File: src/fmhp_pkg.sv
`default_nettype none
package fmhp_pkg;

  localparam int unsigned RateW    = 20;
  localparam int unsigned SamplesW = 36;
  localparam int unsigned ChanW    = 3;
  localparam int unsigned LenW     = 24;
  localparam int unsigned KindW    = 7;
  localparam int unsigned DivCntW  = 6;

  localparam logic [DivCntW-1:0] DivLastStep = DivCntW'(SamplesW - 1);

  localparam logic [KindW-1:0] KindStreamInfo = '0;
  localparam logic [LenW-1:0]  InfoMinLen     = LenW'(18);

  // byte offsets of the stream info fields inside the block body
  localparam logic [LenW-1:0] OffRateHi   = LenW'(10);
  localparam logic [LenW-1:0] OffRateMid  = LenW'(11);
  localparam logic [LenW-1:0] OffRateLo   = LenW'(12);
  localparam logic [LenW-1:0] OffSampHi   = LenW'(13);
  localparam logic [LenW-1:0] OffSamp3    = LenW'(14);
  localparam logic [LenW-1:0] OffSamp2    = LenW'(15);
  localparam logic [LenW-1:0] OffSamp1    = LenW'(16);
  localparam logic [LenW-1:0] OffSamp0    = LenW'(17);

  localparam logic [LenW-1:0] MagicLastIdx  = LenW'(3);
  localparam logic [LenW-1:0] HeaderLastIdx = LenW'(3);

  typedef enum logic [1:0] {
    PH_MAGIC,
    PH_HEADER,
    PH_BODY,
    PH_IGNORE
  } phase_e;

  typedef enum logic [1:0] {
    CTRL_RUN,
    CTRL_DIV,
    CTRL_HOLD
  } ctrl_state_e;

  typedef struct packed {
    logic take_byte;
    logic start;
    logic div_step;
    logic load_out;
  } cmd_t;

  // "fLaC"
  function automatic logic [7:0] magic_byte(input logic [1:0] idx);
    logic [7:0] b;
    unique case (idx)
      2'd0:    b = 8'h66;
      2'd1:    b = 8'h4C;
      2'd2:    b = 8'h61;
      default: b = 8'h43;
    endcase
    return b;
  endfunction

endpackage
`default_nettype wire

File: src/fmhp_if.sv
`default_nettype none
interface fmhp_req_if;
  logic       valid;
  logic       ready;
  logic [7:0] data_byte;
  logic       last_byte;

  modport source (output valid, output data_byte, output last_byte, input ready);
  modport sink   (input valid, input data_byte, input last_byte, output ready);
endinterface

interface fmhp_res_if;
  logic        valid;
  logic        ready;
  logic        is_flac;
  logic        info_found;
  logic [3:0]  channel_count;
  logic [19:0] sample_rate;
  logic [35:0] total_samples;
  logic [35:0] play_seconds;
  logic        rate_zero;

  modport source (output valid, output is_flac, output info_found, output channel_count,
                  output sample_rate, output total_samples, output play_seconds,
                  output rate_zero, input ready);
  modport sink   (input valid, input is_flac, input info_found, input channel_count,
                  input sample_rate, input total_samples, input play_seconds,
                  input rate_zero, output ready);
endinterface
`default_nettype wire

File: src/flac_metadata_header_parser_unit.sv
// flac metadata header parser
//
// req_i carries the bytes of one file buffer, one request per byte, with
// last_byte marking the final byte of the buffer. the parser checks the
// "fLaC" magic, walks the metadata block headers and captures the first
// fields of every complete stream info block (the last complete one wins).
//
// res_o carries one result per buffer: magic flag, stream info found,
// channels, sample rate, total samples, playtime in seconds and a zero
// rate flag.
//
// throughput: one byte per cycle while a buffer streams in. the last byte
// starts a restoring divider (one quotient bit per cycle), and the parser
// takes no new bytes until the division ends and its result is loaded.
// the result sits in an output register; new bytes are taken while it
// waits, but a finished result is not overwritten: if the receiver still
// stalls when the next division ends, the parser holds off the next bytes.
//
// reset clears the parser to the magic check phase with nothing pending;
// after each result the parser returns to that same state on its own.
`default_nettype none
module flac_metadata_header_parser_unit (
  input  wire logic clk_i,
  input  wire logic rst_ni,
  fmhp_req_if.sink  req_i,
  fmhp_res_if.source res_o
);

  fmhp_pkg::cmd_t cmd;

  // sequencing: byte intake, divide steps, result handoff
  fmhp_ctrl u_ctrl (
    .clk_i       (clk_i),
    .rst_ni      (rst_ni),
    .in_valid_i  (req_i.valid),
    .in_last_i   (req_i.last_byte),
    .in_ready_o  (req_i.ready),
    .out_ready_i (res_o.ready),
    .out_valid_o (res_o.valid),
    .cmd_o       (cmd)
  );

  // block walker, stream info capture, divider and result register
  fmhp_datapath u_datapath (
    .clk_i           (clk_i),
    .rst_ni          (rst_ni),
    .cmd_i           (cmd),
    .data_byte_i     (req_i.data_byte),
    .last_byte_i     (req_i.last_byte),
    .is_flac_o       (res_o.is_flac),
    .info_found_o    (res_o.info_found),
    .channel_count_o (res_o.channel_count),
    .sample_rate_o   (res_o.sample_rate),
    .total_samples_o (res_o.total_samples),
    .play_seconds_o  (res_o.play_seconds),
    .rate_zero_o     (res_o.rate_zero)
  );

endmodule
`default_nettype wire

File: src/fmhp_ctrl.sv
`default_nettype none
module fmhp_ctrl (
  input  wire logic          clk_i,
  input  wire logic          rst_ni,
  input  wire logic          in_valid_i,
  input  wire logic          in_last_i,
  output logic               in_ready_o,
  input  wire logic          out_ready_i,
  output logic               out_valid_o,
  output fmhp_pkg::cmd_t     cmd_o
);

  fmhp_pkg::ctrl_state_e           state_q, state_d;
  logic [fmhp_pkg::DivCntW-1:0]    cnt_q, cnt_d;
  logic                            out_valid_q, out_valid_d;
  logic                            out_free;

  assign out_free = !out_valid_q || out_ready_i;

  always_comb begin
    state_d = state_q;
    unique case (state_q)
      fmhp_pkg::CTRL_RUN: begin
        if (in_valid_i && in_last_i) state_d = fmhp_pkg::CTRL_DIV;
      end
      fmhp_pkg::CTRL_DIV: begin
        if (cnt_q == fmhp_pkg::DivLastStep) state_d = fmhp_pkg::CTRL_HOLD;
      end
      fmhp_pkg::CTRL_HOLD: begin
        if (out_free) state_d = fmhp_pkg::CTRL_RUN;
      end
      default: state_d = fmhp_pkg::CTRL_RUN;
    endcase
  end

  always_comb begin
    cmd_o       = '0;
    in_ready_o  = 1'b0;
    cnt_d       = '0;
    unique case (state_q)
      fmhp_pkg::CTRL_RUN: begin
        in_ready_o      = 1'b1;
        cmd_o.take_byte = in_valid_i;
        cmd_o.start     = in_valid_i && in_last_i;
      end
      fmhp_pkg::CTRL_DIV: begin
        cmd_o.div_step = 1'b1;
        cnt_d          = cnt_q + 1'b1;
      end
      fmhp_pkg::CTRL_HOLD: begin
        cmd_o.load_out = out_free;
      end
      default: ;
    endcase
  end

  always_comb begin
    out_valid_d = out_valid_q;
    if (out_ready_i) out_valid_d = 1'b0;
    if (cmd_o.load_out) out_valid_d = 1'b1;
  end

  assign out_valid_o = out_valid_q;

  always_ff @(posedge clk_i or negedge rst_ni) begin
    if (!rst_ni) begin
      state_q     <= fmhp_pkg::CTRL_RUN;
      cnt_q       <= '0;
      out_valid_q <= 1'b0;
    end else begin
      state_q     <= state_d;
      cnt_q       <= cnt_d;
      out_valid_q <= out_valid_d;
    end
  end

  a_last_starts_div: assert property (@(posedge clk_i) disable iff (!rst_ni)
    (in_valid_i && in_ready_o && in_last_i) |=> (state_q == fmhp_pkg::CTRL_DIV && cnt_q == '0))
    else $error("last byte did not start the division");

  a_div_ends_in_hold: assert property (@(posedge clk_i) disable iff (!rst_ni)
    (state_q == fmhp_pkg::CTRL_DIV && cnt_q == fmhp_pkg::DivLastStep)
      |=> state_q == fmhp_pkg::CTRL_HOLD)
    else $error("division did not end after its last step");

  a_load_sets_valid: assert property (@(posedge clk_i) disable iff (!rst_ni)
    cmd_o.load_out |=> (out_valid_q && state_q == fmhp_pkg::CTRL_RUN))
    else $error("result load did not raise valid");

  a_no_overwrite: assert property (@(posedge clk_i) disable iff (!rst_ni)
    cmd_o.load_out |-> (!out_valid_q || out_ready_i))
    else $error("result overwritten before it was taken");

endmodule
`default_nettype wire

File: src/fmhp_datapath.sv
`default_nettype none
module fmhp_datapath (
  input  wire logic        clk_i,
  input  wire logic        rst_ni,
  input  wire fmhp_pkg::cmd_t cmd_i,
  input  wire logic [7:0]  data_byte_i,
  input  wire logic        last_byte_i,
  output logic             is_flac_o,
  output logic             info_found_o,
  output logic [3:0]       channel_count_o,
  output logic [19:0]      sample_rate_o,
  output logic [35:0]      total_samples_o,
  output logic [35:0]      play_seconds_o,
  output logic             rate_zero_o
);

  localparam int unsigned RW = fmhp_pkg::RateW;
  localparam int unsigned SW = fmhp_pkg::SamplesW;
  localparam int unsigned CW = fmhp_pkg::ChanW;
  localparam int unsigned LW = fmhp_pkg::LenW;
  localparam int unsigned KW = fmhp_pkg::KindW;

  // parser state
  fmhp_pkg::phase_e phase_q, phase_d;
  logic [LW-1:0] cnt_q, cnt_d;
  logic [LW-1:0] len_q, len_d;
  logic [KW-1:0] kind_q, kind_d;
  logic          fin_q, fin_d;
  logic          magic_q, magic_d;
  logic [RW-1:0] p_rate_q, p_rate_d;
  logic [SW-1:0] p_samp_q, p_samp_d;
  logic [CW-1:0] p_chan_q, p_chan_d;
  logic          c_valid_q, c_valid_d;
  logic [RW-1:0] c_rate_q, c_rate_d;
  logic [SW-1:0] c_samp_q, c_samp_d;
  logic [CW-1:0] c_chan_q, c_chan_d;

  logic          info;
  logic [LW:0]   next_idx;
  logic [LW-1:0] hdr_len;

  // result snapshot and divider
  logic          s_magic_q, s_found_q;
  logic [3:0]    s_chan_q;
  logic [RW-1:0] s_rate_q;
  logic [SW-1:0] s_samp_q;
  logic [RW:0]   rem_q;
  logic [SW-1:0] quo_q;
  logic [RW:0]   shifted;
  logic [RW:0]   diff;
  logic          s_rz;

  assign info     = (kind_q == fmhp_pkg::KindStreamInfo) && (len_q >= fmhp_pkg::InfoMinLen);
  assign next_idx = {1'b0, cnt_q} + 1'b1;
  assign hdr_len  = {len_q[LW-9:0], data_byte_i};

  always_comb begin
    phase_d   = phase_q;
    cnt_d     = cnt_q;
    len_d     = len_q;
    kind_d    = kind_q;
    fin_d     = fin_q;
    magic_d   = magic_q;
    p_rate_d  = p_rate_q;
    p_samp_d  = p_samp_q;
    p_chan_d  = p_chan_q;
    c_valid_d = c_valid_q;
    c_rate_d  = c_rate_q;
    c_samp_d  = c_samp_q;
    c_chan_d  = c_chan_q;
    if (cmd_i.take_byte) begin
      unique case (phase_q)
        fmhp_pkg::PH_MAGIC: begin
          if (data_byte_i != fmhp_pkg::magic_byte(cnt_q[1:0])) begin
            phase_d = fmhp_pkg::PH_IGNORE;
          end else if (cnt_q >= fmhp_pkg::MagicLastIdx) begin
            magic_d = 1'b1;
            cnt_d   = '0;
            phase_d = fmhp_pkg::PH_HEADER;
          end else begin
            cnt_d = cnt_q + 1'b1;
          end
        end
        fmhp_pkg::PH_HEADER: begin
          if (cnt_q == '0) begin
            kind_d = data_byte_i[KW-1:0];
            fin_d  = data_byte_i[7];
            len_d  = '0;
            cnt_d  = LW'(1);
          end else begin
            len_d = hdr_len;
            if (cnt_q >= fmhp_pkg::HeaderLastIdx) begin
              cnt_d = '0;
              if (hdr_len == '0) begin
                phase_d = fin_q ? fmhp_pkg::PH_IGNORE : fmhp_pkg::PH_HEADER;
              end else begin
                phase_d = fmhp_pkg::PH_BODY;
              end
            end else begin
              cnt_d = cnt_q + 1'b1;
            end
          end
        end
        fmhp_pkg::PH_BODY: begin
          if (info) begin
            case (cnt_q)
              fmhp_pkg::OffRateHi:  p_rate_d[19:12] = data_byte_i;
              fmhp_pkg::OffRateMid: p_rate_d[11:4]  = data_byte_i;
              fmhp_pkg::OffRateLo: begin
                p_rate_d[3:0] = data_byte_i[7:4];
                p_chan_d      = data_byte_i[3:1];
              end
              fmhp_pkg::OffSampHi:  p_samp_d[35:32] = data_byte_i[3:0];
              fmhp_pkg::OffSamp3:   p_samp_d[31:24] = data_byte_i;
              fmhp_pkg::OffSamp2:   p_samp_d[23:16] = data_byte_i;
              fmhp_pkg::OffSamp1:   p_samp_d[15:8]  = data_byte_i;
              fmhp_pkg::OffSamp0:   p_samp_d[7:0]   = data_byte_i;
              default: ;
            endcase
          end
          if (next_idx >= {1'b0, len_q}) begin
            // body complete: commit stream info with this byte included
            if (info) begin
              c_valid_d = 1'b1;
              c_rate_d  = p_rate_d;
              c_samp_d  = p_samp_d;
              c_chan_d  = p_chan_d;
            end
            cnt_d   = '0;
            phase_d = fin_q ? fmhp_pkg::PH_IGNORE : fmhp_pkg::PH_HEADER;
          end else begin
            cnt_d = next_idx[LW-1:0];
          end
        end
        default: ;
      endcase
    end
  end

  always_ff @(posedge clk_i or negedge rst_ni) begin
    if (!rst_ni) begin
      phase_q   <= fmhp_pkg::PH_MAGIC;
      cnt_q     <= '0;
      len_q     <= '0;
      kind_q    <= '0;
      fin_q     <= 1'b0;
      magic_q   <= 1'b0;
      p_rate_q  <= '0;
      p_samp_q  <= '0;
      p_chan_q  <= '0;
      c_valid_q <= 1'b0;
      c_rate_q  <= '0;
      c_samp_q  <= '0;
      c_chan_q  <= '0;
    end else if (cmd_i.take_byte && last_byte_i) begin
      phase_q   <= fmhp_pkg::PH_MAGIC;
      cnt_q     <= '0;
      len_q     <= '0;
      kind_q    <= '0;
      fin_q     <= 1'b0;
      magic_q   <= 1'b0;
      p_rate_q  <= '0;
      p_samp_q  <= '0;
      p_chan_q  <= '0;
      c_valid_q <= 1'b0;
      c_rate_q  <= '0;
      c_samp_q  <= '0;
      c_chan_q  <= '0;
    end else begin
      phase_q   <= phase_d;
      cnt_q     <= cnt_d;
      len_q     <= len_d;
      kind_q    <= kind_d;
      fin_q     <= fin_d;
      magic_q   <= magic_d;
      p_rate_q  <= p_rate_d;
      p_samp_q  <= p_samp_d;
      p_chan_q  <= p_chan_d;
      c_valid_q <= c_valid_d;
      c_rate_q  <= c_rate_d;
      c_samp_q  <= c_samp_d;
      c_chan_q  <= c_chan_d;
    end
  end

  // restoring divider, one quotient bit per step
  assign shifted = {rem_q[RW-1:0], quo_q[SW-1]};
  assign diff    = shifted - {1'b0, s_rate_q};
  assign s_rz    = s_found_q && (s_rate_q == '0);

  always_ff @(posedge clk_i) begin
    if (cmd_i.start) begin
      s_magic_q <= magic_d;
      s_found_q <= c_valid_d;
      s_chan_q  <= c_valid_d ? ({1'b0, c_chan_d} + 4'd1) : 4'd0;
      s_rate_q  <= c_valid_d ? c_rate_d : '0;
      s_samp_q  <= c_valid_d ? c_samp_d : '0;
      quo_q     <= c_valid_d ? c_samp_d : '0;
      rem_q     <= '0;
    end else if (cmd_i.div_step) begin
      if (!diff[RW]) begin
        rem_q <= diff;
        quo_q <= {quo_q[SW-2:0], 1'b1};
      end else begin
        rem_q <= shifted;
        quo_q <= {quo_q[SW-2:0], 1'b0};
      end
    end
  end

  always_ff @(posedge clk_i) begin
    if (cmd_i.load_out) begin
      is_flac_o       <= s_magic_q;
      info_found_o    <= s_found_q;
      channel_count_o <= s_chan_q;
      sample_rate_o   <= s_rate_q;
      total_samples_o <= s_samp_q;
      play_seconds_o  <= (s_found_q && !s_rz) ? quo_q : '0;
      rate_zero_o     <= s_rz;
    end
  end

  a_phase_reset_after_last: assert property (@(posedge clk_i) disable iff (!rst_ni)
    (cmd_i.take_byte && last_byte_i) |=> (phase_q == fmhp_pkg::PH_MAGIC && !c_valid_q))
    else $error("parser not cleared after last byte");

  a_body_counter_in_block: assert property (@(posedge clk_i) disable iff (!rst_ni)
    (phase_q == fmhp_pkg::PH_BODY) |-> (cnt_q < len_q))
    else $error("body index ran past block length");

  a_commit_needs_magic: assert property (@(posedge clk_i) disable iff (!rst_ni)
    c_valid_q |-> magic_q)
    else $error("stream info committed without magic");

endmodule
`default_nettype wire

File: src/flat_wrapper.sv
// flat-port wrapper written by rule: the top's interface ports become plain ports
module flac_metadata_header_parser_unit_flat 
  (clk_i, rst_ni, req_i_valid, req_i_data_byte, req_i_last_byte, req_i_ready, res_o_valid, res_o_is_flac, res_o_info_found, res_o_channel_count, res_o_sample_rate, res_o_total_samples, res_o_play_seconds, res_o_rate_zero, res_o_ready);
  fmhp_req_if req_i_i ();
  fmhp_res_if res_o_i ();
  input  wire logic clk_i;
  input  wire logic rst_ni;
  input wire logic [$bits(req_i_i.valid)-1:0] req_i_valid;
  input wire logic [$bits(req_i_i.data_byte)-1:0] req_i_data_byte;
  input wire logic [$bits(req_i_i.last_byte)-1:0] req_i_last_byte;
  output wire logic [$bits(req_i_i.ready)-1:0] req_i_ready;
  output wire logic [$bits(res_o_i.valid)-1:0] res_o_valid;
  output wire logic [$bits(res_o_i.is_flac)-1:0] res_o_is_flac;
  output wire logic [$bits(res_o_i.info_found)-1:0] res_o_info_found;
  output wire logic [$bits(res_o_i.channel_count)-1:0] res_o_channel_count;
  output wire logic [$bits(res_o_i.sample_rate)-1:0] res_o_sample_rate;
  output wire logic [$bits(res_o_i.total_samples)-1:0] res_o_total_samples;
  output wire logic [$bits(res_o_i.play_seconds)-1:0] res_o_play_seconds;
  output wire logic [$bits(res_o_i.rate_zero)-1:0] res_o_rate_zero;
  input wire logic [$bits(res_o_i.ready)-1:0] res_o_ready;
  assign req_i_i.valid = req_i_valid;
  assign req_i_i.data_byte = req_i_data_byte;
  assign req_i_i.last_byte = req_i_last_byte;
  assign req_i_ready = req_i_i.ready;
  assign res_o_valid = res_o_i.valid;
  assign res_o_is_flac = res_o_i.is_flac;
  assign res_o_info_found = res_o_i.info_found;
  assign res_o_channel_count = res_o_i.channel_count;
  assign res_o_sample_rate = res_o_i.sample_rate;
  assign res_o_total_samples = res_o_i.total_samples;
  assign res_o_play_seconds = res_o_i.play_seconds;
  assign res_o_rate_zero = res_o_i.rate_zero;
  assign res_o_i.ready = res_o_ready;
  flac_metadata_header_parser_unit u_core (.clk_i(clk_i), .rst_ni(rst_ni), .req_i(req_i_i), .res_o(res_o_i));
endmodule
File: config.mk
export PLATFORM = sky130hd
export DESIGN_NAME = flac_metadata_header_parser_unit_flat
export DESIGN_NICKNAME = d
export VERILOG_FILES = /design/src/fmhp_pkg.sv /design/src/fmhp_if.sv /design/src/flac_metadata_header_parser_unit.sv /design/src/fmhp_ctrl.sv /design/src/fmhp_datapath.sv /design/src/flat_wrapper.sv
export SDC_FILE = /design/constraint.sdc
export NUM_CORES = 1
export LEC_CHECK = 0
export ABC_CLOCK_PERIOD_IN_PS = 15700
export BUFFER_PORTS_ARGS = -buffer_cell sky130_fd_sc_hd__buf_2
export CAP_MARGIN = 25
export CORE_MARGIN = 8
export CORE_UTILIZATION = 30
export CTS_CLUSTER_SIZE = 8
export DETAILED_ROUTE_END_ITERATION = 8
export PLACE_DENSITY = 0.41
export SYNTH_ARGS = -nofsm -noshare
export SYNTH_HDL_FRONTEND = slang
export SYNTH_SLANG_ARGS = --single-unit
File: constraint.sdc
create_clock -name clk_i -period 15.7 [get_ports clk_i]
set_input_delay 2.355 -clock clk_i [delete_from_list [all_inputs] [get_ports clk_i]]
set_output_delay 2.355 -clock clk_i [all_outputs]
set_load 0.02 [all_outputs]
==> metrics.csv, run 1 <==
metric,value,unit
status,completed,
synth_fa_ha_area_share,3.67,%
gr-total-overflow,0,
cts_sinks,404,
numCtsBuffers,57,
cts_tree,done,
rsz0062_at_grt,false,
synth_cell_types,70,
dr.pass1.iters,5,
path_clk_slew,50,ps
wl_per_cell,19.0,um
io_pins,114,
power_switching,1.01,mW
gp_congestion,0.801,
postCtsHoldBufs,0,
ctsRootBufferMaster,clkbuf_16,
worstPathCellList,ha_1 -> nand2_1 -> nor4_2 -> and2_1 -> nand2_1 -> nor2_1 -> xor2_1 -> ha_1 -> nand3_1 -> nor2_1 -> nand3_1 -> nand2_1 -> a311oi_1 -> buf_2 -> a211o_4 -> buf_4 -> o21ai_0 -> ha_1 -> a311oi_1 -> a21oi_1,
switching_share,30.6,%
hold_slack,415,ps
cp_top_family,simple AND/OR/NAND/NOR gates,
ys.warnings.count,0,
clk_latency,610,ps
grt_usage,14.0,%
core-area,62700,sq um
antenna_found_initial,0,
netlist_area,19000,sq um
utilization,35.3,%
grt_max_degree,80,
rows,92,
gr-usage-met2,22.8,%
crit_type,reg -> reg,
detail-route-antenna-nets,0,
yosys.area_share.simple,12.3,%
post-dp-hpwl,33.2,mm
period_share,37.5,%
die_w,267,um
dp_slack,9360,ps
tightest_slew,1020,ps
die-area,71500,sq um
postLayoutSetupSlackWorst,9820,ps
setup.worst_path.end_class,register,
tns,0,ps
synth_edf_count,197,
synth.net_count,1733,
cp_slowest_cell,nor4_2,
p_leak,9.00,nW
fin_worst_skew,53.1,ps
peakVddDrop,67.9,uV
grt_pass1_wl,79.8,mm
port_buffers,113,
hp-class,reg -> reg,
crit_required,16050,ps
start_util,30.2,%
cts.repair.resized,0,
combPwrFrac,22.9,%
drive_gt1_share,14.5,%
critPathLaunchType,register,
clockPowerShare,34.8,%
use_met1,19.1,%
cts_htree_levels,2,
synth_top_family_by_area,compound AO/OA/AOI/OAI gates,
clock_path_buffers,3,
totalWireLength,50.2,mm
route.detailed.drc,0,
drv_slew,0,
hold_viol,0,
synthFlopType,edfxtp_1,
slew_headroom,31.4,%
fin_nets,1827,
synth_seq_cells,404,
finalSetupViolations,0,
viasPerCell,4.98,
async_flop_share,46.3,%
top_usage_layer,met2,
synth-compound-area-share,14.5,%
yosysSeqAreaShare,58.0,%
synth_xor_area_share,1.99,%
num_vias,13200,
critPathMaxFanout,79,
grt_pass1_vias,13500,
grt_use_met3,2.47,%
p_seq_share,42.2,%
drt_iter0_markers,729,
post_cts_buffers,0,
crit_arrival,6230,ps
path_buf_inv,2,
synthMuxAreaShare,6.11,%
syn_to_final_growth,16.6,%
post-route-min-period,5880,ps
postSynthCellCount,1665,
powerDensity,149,nW/um^2
die_h,267,um
cpPeakStageDelay,670,ps
syn_area_per_cell,11.4,sq um
p_int,2.29,mW
maxCapViolCount,0,
fmax,170,MHz
## stage by stage
stage / total power [mW] / area [sq um] / instances
3_3_place_gp: 2.17 / 20400 / 2542
2_1_floorplan: 1.95 / 19000 / 1665
3_5_place_dp: 2.18 / 20400 / 2543
5_1_grt: 3.51 / 22100 / 2645
4_1_cts: 3.36 / 22100 / 2642
6_report: 3.31 / 22100 / 2646
## sequential cells by signal (all words and copies together), names as in the netlist, 24 cells and up
signal	cells
u_core.u_datapath.quo_q	36
u_core.u_datapath.s_samp_q	36
u_core.u_datapath.cnt_q	24
u_core.u_datapath.play_seconds_o	36
u_core.u_datapath.p_samp_q	36
u_core.u_datapath.total_samples_o	36
u_core.u_datapath.len_q	24
u_core.u_datapath.c_samp_q	36
## cell usage after synthesis (all sizes together), types with 47 or more instances
master	count	share of area, %
nand2	113	2.2
o21ai	160	4.2
mux2i	73	3.9
a211oi	60	2.4
nand3	100	2.6
inv	64	1.3
edfxtp	197	31
and2	47	1.6
a22o	62	2.9
dfrtp	187	25
clkbuf	83	1.6
ha	54	3.6
nor2	101	2.0
## worst paths after layout
kind | cells after the start | from | slack, ps | to
worst max-delay path | 20 | u_core.u_datapath.cnt_q[0] | 9820 | u_core.u_datapath.s_chan_q[2]
worst min-delay path | 0 | u_core.u_datapath.s_samp_q[1] | 420 | u_core.u_datapath.total_samples_o[1]
max in group asynchronous | 2 | rst_ni | 12710 | u_core.u_datapath.kind_q[4]
worst min register to register | 0 | u_core.u_datapath.s_samp_q[1] | 420 | u_core.u_datapath.total_samples_o[1]
min in group asynchronous | 1 | rst_ni | 1730 | u_core.u_datapath.c_samp_q[17]
worst max register to register | 20 | u_core.u_datapath.cnt_q[0] | 9820 | u_core.u_datapath.s_chan_q[2]
## worst reg2reg max path, stage by stage, from the launching register on
cell and delay (ps):
dfrtp_1 520, ha_1 550, nand2_1 200, nor4_2 670
and2_1 290, nand2_1 130, nor2_1 150, xor2_1 220
ha_1 280, nand3_1 100, nor2_1 60, nand3_1 90
nand2_1 50, a311oi_1 230, buf_2 240, a211o_4 380
buf_4 660, o21ai_0 270, ha_1 250, a311oi_1 200
a21oi_1 70
## cells in the final DEF, fill, tap and decap left out, types with 62 or more instances in the layout
master    count
inv_1        63
o21ai_0     155
a22o_1       62
mux2i_1      73
nand2_1     113
dfrtp_1     186
nand3_1     100
edfxtp_1    197
nor2_1      100
buf_2       113
## power groups by stage
| stage | Sequential, mW | Combinational (mW) | Clock [mW] |
|---|---|---|---|
| floorplan | 1.37 | 0.584 | 0 |
| global placement | 1.42 | 0.751 | 0 |
| detailed placement | 1.42 | 0.760 | 0 |
| CTS | 1.40 | 0.765 | 1.20 |
| global route | 1.42 | 0.853 | 1.24 |
| finish | 1.40 | 0.758 | 1.15 |
## logic make-up (layout without fill, tap and decap cells)
kind of cell,Yosys count,after routing
buffers and inverters,168,302
adder cells (fa/ha/maj),55,55
other,0,1
AND/OR/NAND/NOR,472,472
AO/OA/AOI/OAI,412,412
multiplexers,111,111
flip-flops,404,404
XOR/XNOR,43,43
## layer usage
metal	wire length (um)	part of all wire [%]
met1	23700	47
met2	23500	47
met3	1990	4.0
met4	996	2.0
met5	0	0
## area by class of cell
type	count	area [sq um]
Fill cell	6263	40600
Sequential cell	404	11000
Multi-Input combinational cell	1093	7350
Clock buffer	95	1610
Tap cell	846	1060
Timing Repair Buffer	139	795
Inverter	64	245
Clock inverter	4	62.6
Antenna cell	1	2.50
(Power assumes the default switching activity.)
==> inputs of run 2 (changes only) <==
- ABC_CLOCK_PERIOD_IN_PS: 15700 -> 5450
- clock period: 15.7 -> 5.45 ns (I/O delays scaled with it)
==> metrics.csv, run 2 (synthesis gave the netlist of run 1 again) <==
metric,value,unit
status,completed,
viasPerCell,4.99,
fmax,199,MHz
fin_worst_skew,40.7,ps
powerDensity,430,nW/um^2
crit_required,5810,ps
rsz0062_at_grt,false,
route.met3.wl,2.01,mm
met2_length,23.8,mm
cts_tree,done,
drv_slew,0,
totalWireLength,50.9,mm
port_buffers,113,
dr.pass1.iters,7,
maxUsedRoutingLayer,met4,
syn_to_final_growth,17.0,%
clk_latency,610,ps
cts_sinks,404,
p_total,9.54,mW
die_h,267,um
n_antenna_cell,0,
setup.worst_path.end_class,register,
peakVddDrop,237,uV
route.detailed.drc,0,
critPathLaunchType,register,
critPathMaxFanout,34,
die-area,71500,sq um
path_clk_slew,60,ps
cts_htree_levels,2,
ctsRootBufferMaster,clkbuf_16,
drive_gt1_share,14.6,%
die_w,267,um
io_pins,114,
hold_viol,0,
crit_arrival,5370,ps
hp-class,in -> async,
grt_usage,14.2,%
start_util,30.2,%
clock_path_buffers,3,
grt_max_degree,126,
wl_per_cell,19.2,um
post-dp-hpwl,33.4,mm
antenna_found_initial,0,
gp_congestion,0.795,
numCtsBuffers,57,
dp_slack,424,ps
post_cts_buffers,0,
slew_headroom,37.5,%
detail-route-antenna-nets,0,
period_share,92.0,%
postLayoutSetupSlackWorst,436,ps
cts.repair.resized,0,
postCtsHoldBufs,0,
grt_pass1_wl,80.7,mm
tightest_slew,934,ps
final_common_cell,edfxtp_1,
tns,0,ps
met1_length,24.1,mm
rows,92,
p_leak,9.04,nW
grt_pass1_vias,13500,
fin_nets,1832,
drt_iter0_markers,939,
finalSetupViolations,0,
hold_slack,228,ps
core-area,62700,sq um
maxCapViolCount,0,
post-route-min-period,5010,ps
gr-total-overflow,0,
final_cell_mix,"197 x edfxtp_1, 186 x dfrtp_1, 155 x o21ai_0, 113 x nand2_1, 112 x buf_2",
crit_type,reg -> reg,
num_vias,13200,
[run 2: metal layers]
| layer | global-route usage [%] | up-vias |
|---|---|---|
| li1 | - | 6357 |
| met1 | 19.7 | 6584 |
| met4 | 3.57 | 0 |
| met2 | 22.7 | 213 |
| met5 | 0 | - |
| met3 | 2.53 | 71 |
[run 2: path summary, 6_finish.rpt]
path / startpoint / end / cells after the start / slack [ps]
min: rst_ni / u_core.u_datapath.c_samp_q[18] / 1 / 230
max reg2reg: u_core.u_datapath.cnt_q[0] / u_core.u_datapath.quo_q[23] / 18 / 440
min in group clk_i: u_core.u_datapath.s_samp_q[32] / u_core.u_datapath.total_samples_o[32] / 0 / 420
max in group asynchronous: rst_ni / u_core.u_datapath.kind_q[3] / 2 / 4090
max: u_core.u_datapath.cnt_q[0] / u_core.u_datapath.quo_q[23] / 18 / 440
min reg2reg: u_core.u_datapath.s_samp_q[32] / u_core.u_datapath.total_samples_o[32] / 0 / 420
[run 2: worst max-delay path: stages, from the launching register on]
cell and delay (ps):
dfrtp_1 580, ha_1 310, nand2_1 120, nor4_2 620, and2_1 320, nand2_1 150, nor2_1 150, xor2_1 260
ha_1 300, nand3_1 110, nor2_1 60, nand3_1 90, nand2_1 50, a311oi_1 250, buf_4 200, a211o_4 410
buf_4 320, o21ai_0 150, mux2_2 290
[run 2: stage by stage]
step,util (%),area [sq um],instances
2_1_floorplan,-,19000,1665
3_3_place_gp,32.7,20500,2549
3_5_place_dp,32.7,20500,2550
4_1_cts,35.4,22200,2651
5_1_grt,35.4,22200,2652
6_report,35.4,22200,2652
[run 2: final cells by class]
cell class,instances,area [sq um]
Fill cell,6212,40500
Tap cell,846,1060
Sequential cell,404,11000
Clock inverter,4,63.8
Timing Repair Buffer,144,887
Inverter,64,245
Clock buffer,97,1600
Multi-Input combinational cell,1093,7350
[run 2: where the power goes]
group	internal, mW	switching [mW]
combinational	0.932	1.27
clock	1.98	1.35
sequential	3.70	0.316
total	6.61	2.93
